**config.mk**
```make
export PLATFORM = sky130hd
export DESIGN_NAME = fixed_point_line_rasterizer
export DESIGN_NICKNAME = d
export VERILOG_FILES = /design/src/hw/rtl/flr_pkg.sv /design/src/hw/rtl/flr_div.sv /design/src/hw/rtl/fixed_point_line_rasterizer.sv
export SDC_FILE = /design/constraint.sdc
export NUM_CORES = 1
export LEC_CHECK = 0
export BUFFER_PORTS_ARGS = -buffer_cell sky130_fd_sc_hd__buf_4
export CAP_MARGIN = 20
export CORE_MARGIN = 4
export CORE_UTILIZATION = 55
export DETAILED_ROUTE_END_ITERATION = 10
export GPL_ROUTABILITY_DRIVEN = 0
export GPL_TIMING_DRIVEN = 0
export PLACE_DENSITY = 0.76
export SKIP_LAST_GASP = 1
export SYNTH_ARGS = -nofsm -noshare
export SYNTH_HDL_FRONTEND = slang
export SYNTH_SLANG_ARGS = --single-unit
```
**constraint.sdc**
```tcl
create_clock -name aclk -period 5.61 [get_ports aclk]
set_input_delay 0.8415 -clock aclk [delete_from_list [all_inputs] [get_ports aclk]]
set_output_delay 0.8415 -clock aclk [all_outputs]
set_load 0.01 [all_outputs]
```
**src/hw/rtl/flr_pkg.sv**
```systemverilog
// Shared constants for the fixed-point line rasterizer.
`default_nettype none

package flr_pkg;

    localparam int SCREEN_WIDTH_DEF  = 128;
    localparam int SCREEN_HEIGHT_DEF = 64;
    localparam int FRACTION_BITS_DEF = 16;

    localparam int IN_X_W  = 8;
    localparam int IN_Y_W  = 7;
    localparam int PIX_X_W = 7;
    localparam int PIX_Y_W = 6;
    localparam int SPAN_W  = 7;
    localparam int K_W     = 8;

    localparam int S_TDATA_W = 32;
    localparam int M_TDATA_W = 32;

endpackage

`default_nettype wire

```
**src/hw/rtl/flr_div.sv**
```systemverilog
// Serial restoring divider that forms the unsigned gradient magnitude one bit per cycle.
`default_nettype none

module flr_div #(
    parameter int FRACTION_BITS = flr_pkg::FRACTION_BITS_DEF
) (
    input  wire logic                      aclk,
    input  wire logic                      aresetn,
    input  wire logic                      start,
    input  wire logic [flr_pkg::SPAN_W-1:0] numer,
    input  wire logic [flr_pkg::SPAN_W-1:0] denom,
    output logic                           done,
    output logic [FRACTION_BITS:0]         quotient
);
    import flr_pkg::*;

    localparam int STEPS = SPAN_W + FRACTION_BITS;
    localparam int CNT_W = $clog2(STEPS + 1);

    logic [STEPS-1:0]  dvd_reg;
    logic [STEPS-1:0]  quo_reg;
    logic [SPAN_W-1:0] rem_reg;
    logic [SPAN_W-1:0] den_reg;
    logic [CNT_W-1:0]  cnt_reg;
    logic              run_reg;
    logic              done_reg;

    logic [SPAN_W:0]   trial;
    logic [SPAN_W:0]   diff;
    logic              fits;

    assign trial = {rem_reg, dvd_reg[STEPS-1]};
    assign fits  = trial >= {1'b0, den_reg};
    assign diff  = trial - {1'b0, den_reg};

    always_ff @(posedge aclk) begin
        if (!aresetn) begin
            run_reg  <= 1'b0;
            done_reg <= 1'b0;
            cnt_reg  <= '0;
        end else begin
            done_reg <= 1'b0;
            if (start) begin
                run_reg <= 1'b1;
                cnt_reg <= CNT_W'(STEPS);
            end else if (run_reg) begin
                cnt_reg <= cnt_reg - 1'b1;
                if (cnt_reg == CNT_W'(1)) begin
                    run_reg  <= 1'b0;
                    done_reg <= 1'b1;
                end
            end
        end
    end

    always_ff @(posedge aclk) begin
        if (start) begin
            dvd_reg <= {numer, {FRACTION_BITS{1'b0}}};
            rem_reg <= '0;
            den_reg <= denom;
            quo_reg <= '0;
        end else if (run_reg) begin
            dvd_reg <= {dvd_reg[STEPS-2:0], 1'b0};
            rem_reg <= fits ? diff[SPAN_W-1:0] : trial[SPAN_W-1:0];
            quo_reg <= {quo_reg[STEPS-2:0], fits};
        end
    end

    assign done     = done_reg;
    assign quotient = quo_reg[FRACTION_BITS:0];

endmodule

`default_nettype wire

```
**src/hw/rtl/fixed_point_line_rasterizer.sv**
```systemverilog
// Top level of the fixed-point line rasterizer: endpoint check, sequencer and pixel walk.
// The slave channel takes one line per transaction: two endpoints in s_tdata.
// The master channel gives the pixels of that line, up to two per transaction, in walk
// order; m_tlast marks the final transaction of a line and m_tuser is the status
// flag (1 for rejected endpoints, in which case one transaction carries no pixels).
// After a line is accepted, the serial divider forms the gradient, one quotient
// bit per cycle.
// Then one beat leaves per cycle while the receiver keeps m_tready high; a line of span
// S gives ceil(S/2) beats.
// A rejected line is answered with one status beat via ST_REJECT and the output register.
// s_tready is high only while the sequencer is idle; the last beat of the previous
// line may still wait in the output register at that time.
// When the receiver stalls, the walk halts with the beat held in the output register.
// Reset empties the output register and returns the sequencer to idle.
`default_nettype none

module fixed_point_line_rasterizer #(
    parameter int SCREEN_WIDTH  = flr_pkg::SCREEN_WIDTH_DEF,
    parameter int SCREEN_HEIGHT = flr_pkg::SCREEN_HEIGHT_DEF,
    parameter int FRACTION_BITS = flr_pkg::FRACTION_BITS_DEF
) (
    input  wire logic                         aclk,
    input  wire logic                         aresetn,
    input  wire logic                         s_tvalid,
    output logic                              s_tready,
    // start_x[7:0], start_y[14:8], end_x[22:15], end_y[29:23], zero fill.
    input  wire logic [flr_pkg::S_TDATA_W-1:0] s_tdata,
    output logic                              m_tvalid,
    input  wire logic                         m_tready,
    // pixel_a_x[6:0], pixel_a_y[12:7], pixel_b_x[19:13], pixel_b_y[25:20],
    // pixel_b_valid[26], zero fill.
    output logic [flr_pkg::M_TDATA_W-1:0]     m_tdata,
    // status[0].
    output logic                              m_tuser,
    output logic                              m_tlast
);
    import flr_pkg::*;

    localparam logic [2:0] ST_IDLE   = 3'd0;
    localparam logic [2:0] ST_DIV    = 3'd1;
    localparam logic [2:0] ST_WALK   = 3'd2;
    localparam logic [2:0] ST_REJECT = 3'd3;

    localparam logic [IN_X_W-1:0] X_MAX = IN_X_W'(SCREEN_WIDTH - 1);
    localparam logic [IN_Y_W-1:0] Y_MAX = IN_Y_W'(SCREEN_HEIGHT - 1);
    localparam int GW = FRACTION_BITS + 2;
    localparam int AW = FRACTION_BITS + 9;

    logic [2:0]         state_reg;
    logic [SPAN_W-1:0]  major_start_reg;
    logic [SPAN_W-1:0]  minor_start_reg;
    logic [SPAN_W-1:0]  span_reg;
    logic               xmajor_reg;
    logic               neg_reg;
    logic [GW-1:0]      grad_reg;
    logic [AW-1:0]      acc_reg;
    logic [K_W-1:0]     k_reg;

    logic               m_tvalid_reg;
    logic [M_TDATA_W-1:0] m_tdata_reg;
    logic               m_tuser_reg;
    logic               m_tlast_reg;

    logic [IN_X_W-1:0]  ax, bx, dx;
    logic [IN_Y_W-1:0]  ay, by, dy;
    logic               bad, xmajor, swap, accept;
    logic [IN_X_W-1:0]  x1;
    logic [IN_Y_W-1:0]  y1;
    logic               div_done;
    logic [FRACTION_BITS:0] quotient;
    logic [GW-1:0]      grad_mag;

    logic               out_free;
    logic               load_beat;
    logic [AW-1:0]      grad_ext;
    logic [AW-1:0]      acc_b;
    logic [SPAN_W-1:0]  minor_a, minor_b, major_a, major_b;
    logic [PIX_X_W-1:0] ax_pix, bx_pix;
    logic [PIX_Y_W-1:0] ay_pix, by_pix;
    logic               b_present, beat_last;
    logic [K_W-1:0]     k_plus1, k_plus2;

    assign ax = s_tdata[7:0];
    assign ay = s_tdata[14:8];
    assign bx = s_tdata[22:15];
    assign by = s_tdata[29:23];

    assign accept = s_tvalid && s_tready;
    assign bad = (ax == bx && ay == by) || ax > X_MAX || bx > X_MAX
                 || ay > Y_MAX || by > Y_MAX;
    assign dx = (ax > bx) ? ax - bx : bx - ax;
    assign dy = (ay > by) ? ay - by : by - ay;
    assign xmajor = {1'b0, dy} < dx;
    assign swap = xmajor ? !(ax < bx) : !(ay < by);
    assign x1 = swap ? bx : ax;
    assign y1 = swap ? by : ay;

    flr_div #(
        .FRACTION_BITS(FRACTION_BITS)
    ) u_div (
        .aclk    (aclk),
        .aresetn (aresetn),
        .start   (accept && !bad),
        .numer   (xmajor ? dy : dx[SPAN_W-1:0]),
        .denom   (xmajor ? dx[SPAN_W-1:0] : dy),
        .done    (div_done),
        .quotient(quotient)
    );

    assign grad_mag = {1'b0, quotient};

    assign out_free  = !m_tvalid_reg || m_tready;
    assign load_beat = (state_reg == ST_WALK || state_reg == ST_REJECT) && out_free;
    assign grad_ext = {{(AW - GW){grad_reg[GW-1]}}, grad_reg};
    assign acc_b    = acc_reg + grad_ext;
    assign minor_a  = minor_start_reg + acc_reg[FRACTION_BITS +: SPAN_W];
    assign minor_b  = minor_start_reg + acc_b[FRACTION_BITS +: SPAN_W];
    assign major_a  = major_start_reg + k_reg[SPAN_W-1:0];
    assign major_b  = major_a + 1'b1;
    assign k_plus1  = k_reg + 1'b1;
    assign k_plus2  = k_reg + 2'd2;
    assign b_present = k_plus1 < {1'b0, span_reg};
    assign beat_last = k_plus2 >= {1'b0, span_reg};

    assign ax_pix = xmajor_reg ? major_a : minor_a;
    assign ay_pix = xmajor_reg ? minor_a[PIX_Y_W-1:0] : major_a[PIX_Y_W-1:0];
    assign bx_pix = b_present ? (xmajor_reg ? major_b : minor_b) : '0;
    assign by_pix = b_present ? (xmajor_reg ? minor_b[PIX_Y_W-1:0]
                                            : major_b[PIX_Y_W-1:0]) : '0;

    always_ff @(posedge aclk) begin
        if (!aresetn) begin
            state_reg    <= ST_IDLE;
            m_tvalid_reg <= 1'b0;
        end else begin
            m_tvalid_reg <= load_beat || (m_tvalid_reg && !m_tready);
            case (state_reg)
                ST_IDLE: begin
                    if (accept) begin
                        state_reg <= bad ? ST_REJECT : ST_DIV;
                    end
                end
                ST_DIV: begin
                    if (div_done) begin
                        state_reg <= ST_WALK;
                    end
                end
                ST_WALK: begin
                    if (out_free && beat_last) begin
                        state_reg <= ST_IDLE;
                    end
                end
                ST_REJECT: begin
                    if (out_free) begin
                        state_reg <= ST_IDLE;
                    end
                end
                default: begin
                    state_reg <= ST_IDLE;
                end
            endcase
        end
    end

    always_ff @(posedge aclk) begin
        if (accept) begin
            xmajor_reg      <= xmajor;
            major_start_reg <= xmajor ? x1[SPAN_W-1:0] : y1;
            minor_start_reg <= xmajor ? y1 : x1[SPAN_W-1:0];
            span_reg        <= xmajor ? dx[SPAN_W-1:0] : dy;
            neg_reg         <= xmajor ? ((swap ? ay : by) < y1)
                                      : ((swap ? ax : bx) < x1);
        end
        if (state_reg == ST_DIV && div_done) begin
            grad_reg <= neg_reg ? -grad_mag : grad_mag;
            acc_reg  <= '0;
            k_reg    <= '0;
        end
        if (state_reg == ST_WALK && out_free) begin
            acc_reg     <= acc_reg + {grad_ext[AW-2:0], 1'b0};
            k_reg       <= k_plus2;
            m_tdata_reg <= {{(M_TDATA_W - 27){1'b0}}, b_present, by_pix, bx_pix,
                            ay_pix, ax_pix};
            m_tuser_reg <= 1'b0;
            m_tlast_reg <= beat_last;
        end
        if (state_reg == ST_REJECT && out_free) begin
            m_tdata_reg <= '0;
            m_tuser_reg <= 1'b1;
            m_tlast_reg <= 1'b1;
        end
    end

    assign s_tready = state_reg == ST_IDLE;
    assign m_tvalid = m_tvalid_reg;
    assign m_tdata  = m_tdata_reg;
    assign m_tuser  = m_tuser_reg;
    assign m_tlast  = m_tlast_reg;

endmodule

`default_nettype wire

```
==> results_dict.tcl <==
set metrics [dict create \
    drt_iter0_markers 588 \
    portBuffers 63 \
    vias_per_cell 5.65 \
    initial_core_util_pct 56.2 \
    clockBufferDepth 2 \
    layout_commonest_cell "ha_1" \
    start_kind "primary input" \
    hold_buffers 0 \
    cp.required_ns 5.85 \
    crit_arrival_ns 5.64 \
    core_mm2 0.0188 \
    antenna_found_initial 0 \
    async_flop_share_pct 0 \
    layout.nets 1397 \
    numCtsBuffers 17 \
    htree_levels 4 \
    max_cap_viol_count 0 \
    yosys_warnings 0 \
    antenna_cells 0 \
    gr-total-overflow 0 \
    crit_fanout 7 \
    crit_type "primary input to flop" \
    synth_edf_count 84 \
    critical_path.max_stage_delay_ns 0.41 \
    drc 0 \
    hold_class "flop to flop" \
    fin_skew_ns 0.00778 \
    largest_reg_flops 27 \
    cts_tree "yes" \
    cts_root_buffer "clkbuf_16" \
    synth_cell_types 72 \
    hold_depth 2 \
    pin_count 72 \
    crit_top_cell "buf_4" \
    synth_ff_type "edfxtp_1" \
    final_cell_mix "ha_1 (109), nor2_1 (102), nand2_1 (85)" \
    pwr_density_cell_mw_per_mm2 396 \
    wire_per_inst_um 16.2 \
    grt_usage_pct 22.7 \
    utilization_pct 65.1 \
    netlist_top_cells_area "edfxtp_1 (24%), ha_1 (13%), dfxtp_1 (12%)" \
    fp.dieW_um 147 \
    clkSinkCount 147 \
    finalSetupViolations 0 \
    clk_pin_slew_worst_paths_ns 0.06 \
    synth.top_cell.area_share_pct 23.8 \
    power_leakage_nw 5.33 \
    tightest_slew_ns 1.04 \
    min_period_ns 5.40 \
    synth_seq_cells 147 \
    rows 50 \
    syn_avg_cell_area_um2 9.28 \
    clock.fmax_ghz 0.185 \
    clock_latency_ns 0.43 \
    worstRegToRegCells 18 \
    ant_nets 0 \
    grt_max_degree 26 \
    postPlaceCellArea_mm2 0.0115 \
    period_share_pct 96.3 \
    slew-limit-headroom_pct 30.6 \
    area_delta_synth_final_pct 15.8 \
    design.die.area_mm2 0.0215 \
    cp_slowest_cell "o31ai_4" \
    synth_area_mm2 0.0106 \
    drv_slew 0 \
    post-dp-hpwl_mm 18.8 \
    die_y_um 147 \
    drt-total-wl_mm 24.4 \
    drt-pass1-iter-count 5 \
    yosysTopAreaCell "edfxtp_1" \
    design_area_mm2 0.0123 \
    cp-end-kind "flop" \
    hold_viol 0 \
    grt_pass1_vias 8306 \
    vias 8541 \
    outcome "finished, final reports clean" \
    yosysSeqAreaShare_pct 35.8 \
    ir_drop_mv 0.184 \
    drive_gt1_share_pct 12.7 \
    worstPathCellList "buf_4, inv_1, ha_2, and4_2, a21boi_1, o31ai_4, mux2i_1, o21ai_0, and2_1, nor2b_2, xnor2_2, ha_1, o21ai_1, nand2b_1, a31oi_4, nor3b_2, nor4b_4, buf_4, nand3_1, o221a_1, o311a_1, o32ai_4" \
    synthCells 1140 \
    grt_pass1_wl_mm 40.0 \
]
-- routing by layer --
metal	routed length (µm)	track usage (%)
met2	12200	39.2
met5	0	0
met4	614	8.80
met1	10600	28.6
met3	1040	3.61
-- Yosys cell counts, drive strengths merged (3+ instances only) --
cell type and n:
a2111oi 4, a211oi 13, a21boi 6, a21o 27, a21oi 73, a221oi 3, a22o 12, a31o 4
a31oi 9, and2 12, and3 7, buf 18, clkbuf 28, dfxtp 63, edfxtp 84, fa 9
ha 112, inv 85, mux2 6, mux2i 56, nand2 85, nand2b 17, nand3 25, nand4 6
nor2 102, nor2b 16, nor3 19, nor4b 3, o211ai 7, o21a 14, o21ai 74, o21bai 8
o31ai 12, or2 3, or3 8, xnor2 59, xor2 22
-- per-stage QoR --
stage	setup slack [ns]	total power, mW	std cells	hold slack [ns]	setup TNS [ns]
2_1_floorplan	0.0126	3.03	1144	0.447	0
3_3_place_gp	-1.12	3.54	1467	0.437	-15.68
3_5_place_dp	-1.13	3.61	1470	0.440	-16.37
4_1_cts	0.0457	4.83	1508	0.454	0
5_1_grt	-0.0124	5.18	1513	0.470	-0.0124
6_report	0.209	4.86	1513	0.453	0
-- logic make-up (layout without fill, tap and decap cells) --
group	after synthesis	count (layout)	share of synthesized area, %
buf+inv	131	240	4.89
simple gates	313	313	14.0
fa+ha+maj	121	121	14.9
xor+xnor	81	81	6.70
mux	62	62	5.94
other cells	1	5	0.0354
flops	147	147	35.8
compound gates	284	284	17.7
-- final cells by class --
| type | instances | area (µm²) |
|---|---|---|
| tap | 260 | 325 |
| clock inverter | 11 | 138 |
| clock buffer | 21 | 472 |
| buffer | 45 | 204 |
| sequential | 147 | 3780 |
| inverter | 85 | 319 |
| multi-input combinational | 866 | 6410 |
| fill | 1521 | 6580 |
| timing repair buffer | 78 | 606 |
-- report_power, final --
part / leakage (nW) / switching (mW) / internal (mW) / total, mW
clock: 0.297 / 0.462 / 0.703 / 1.17
sequential: 1.30 / 0.207 / 1.46 / 1.67
combinational: 3.73 / 1.13 / 0.894 / 2.02
-- final timing paths --
path / startpoint / endpoint / slack (ns)
worst max-delay path: s_tdata[11] / neg_reg / 0.21
worst min-delay path: m_tdata[1] / m_tdata[1] / 0.45
worst max register to register: acc_reg[7] / m_tdata[19] / 1.12
worst min register to register: m_tdata[1] / m_tdata[1] / 0.45
-- worst max-delay path, delay by kind of cell --
| family | cells | cell delay [ns] |
|---|---|---|
| AO/OA/AOI/OAI | 8 | 2.13 |
| AND/OR/NAND/NOR | 7 | 1.19 |
| adder cells (fa/ha/maj) | 2 | 0.58 |
| multiplexers | 1 | 0.34 |
| XOR/XNOR | 1 | 0.16 |
| buffers and inverters | 3 | 0.38 |
-- timing repair --
action,CTS,global route
gates cloned,0,0
setup endpoints to repair,19,28
gates resized for setup,3,23
buffers inserted,6,5
pin swaps,3,5
No activity file was read; power rests on OpenSTA's default activity.
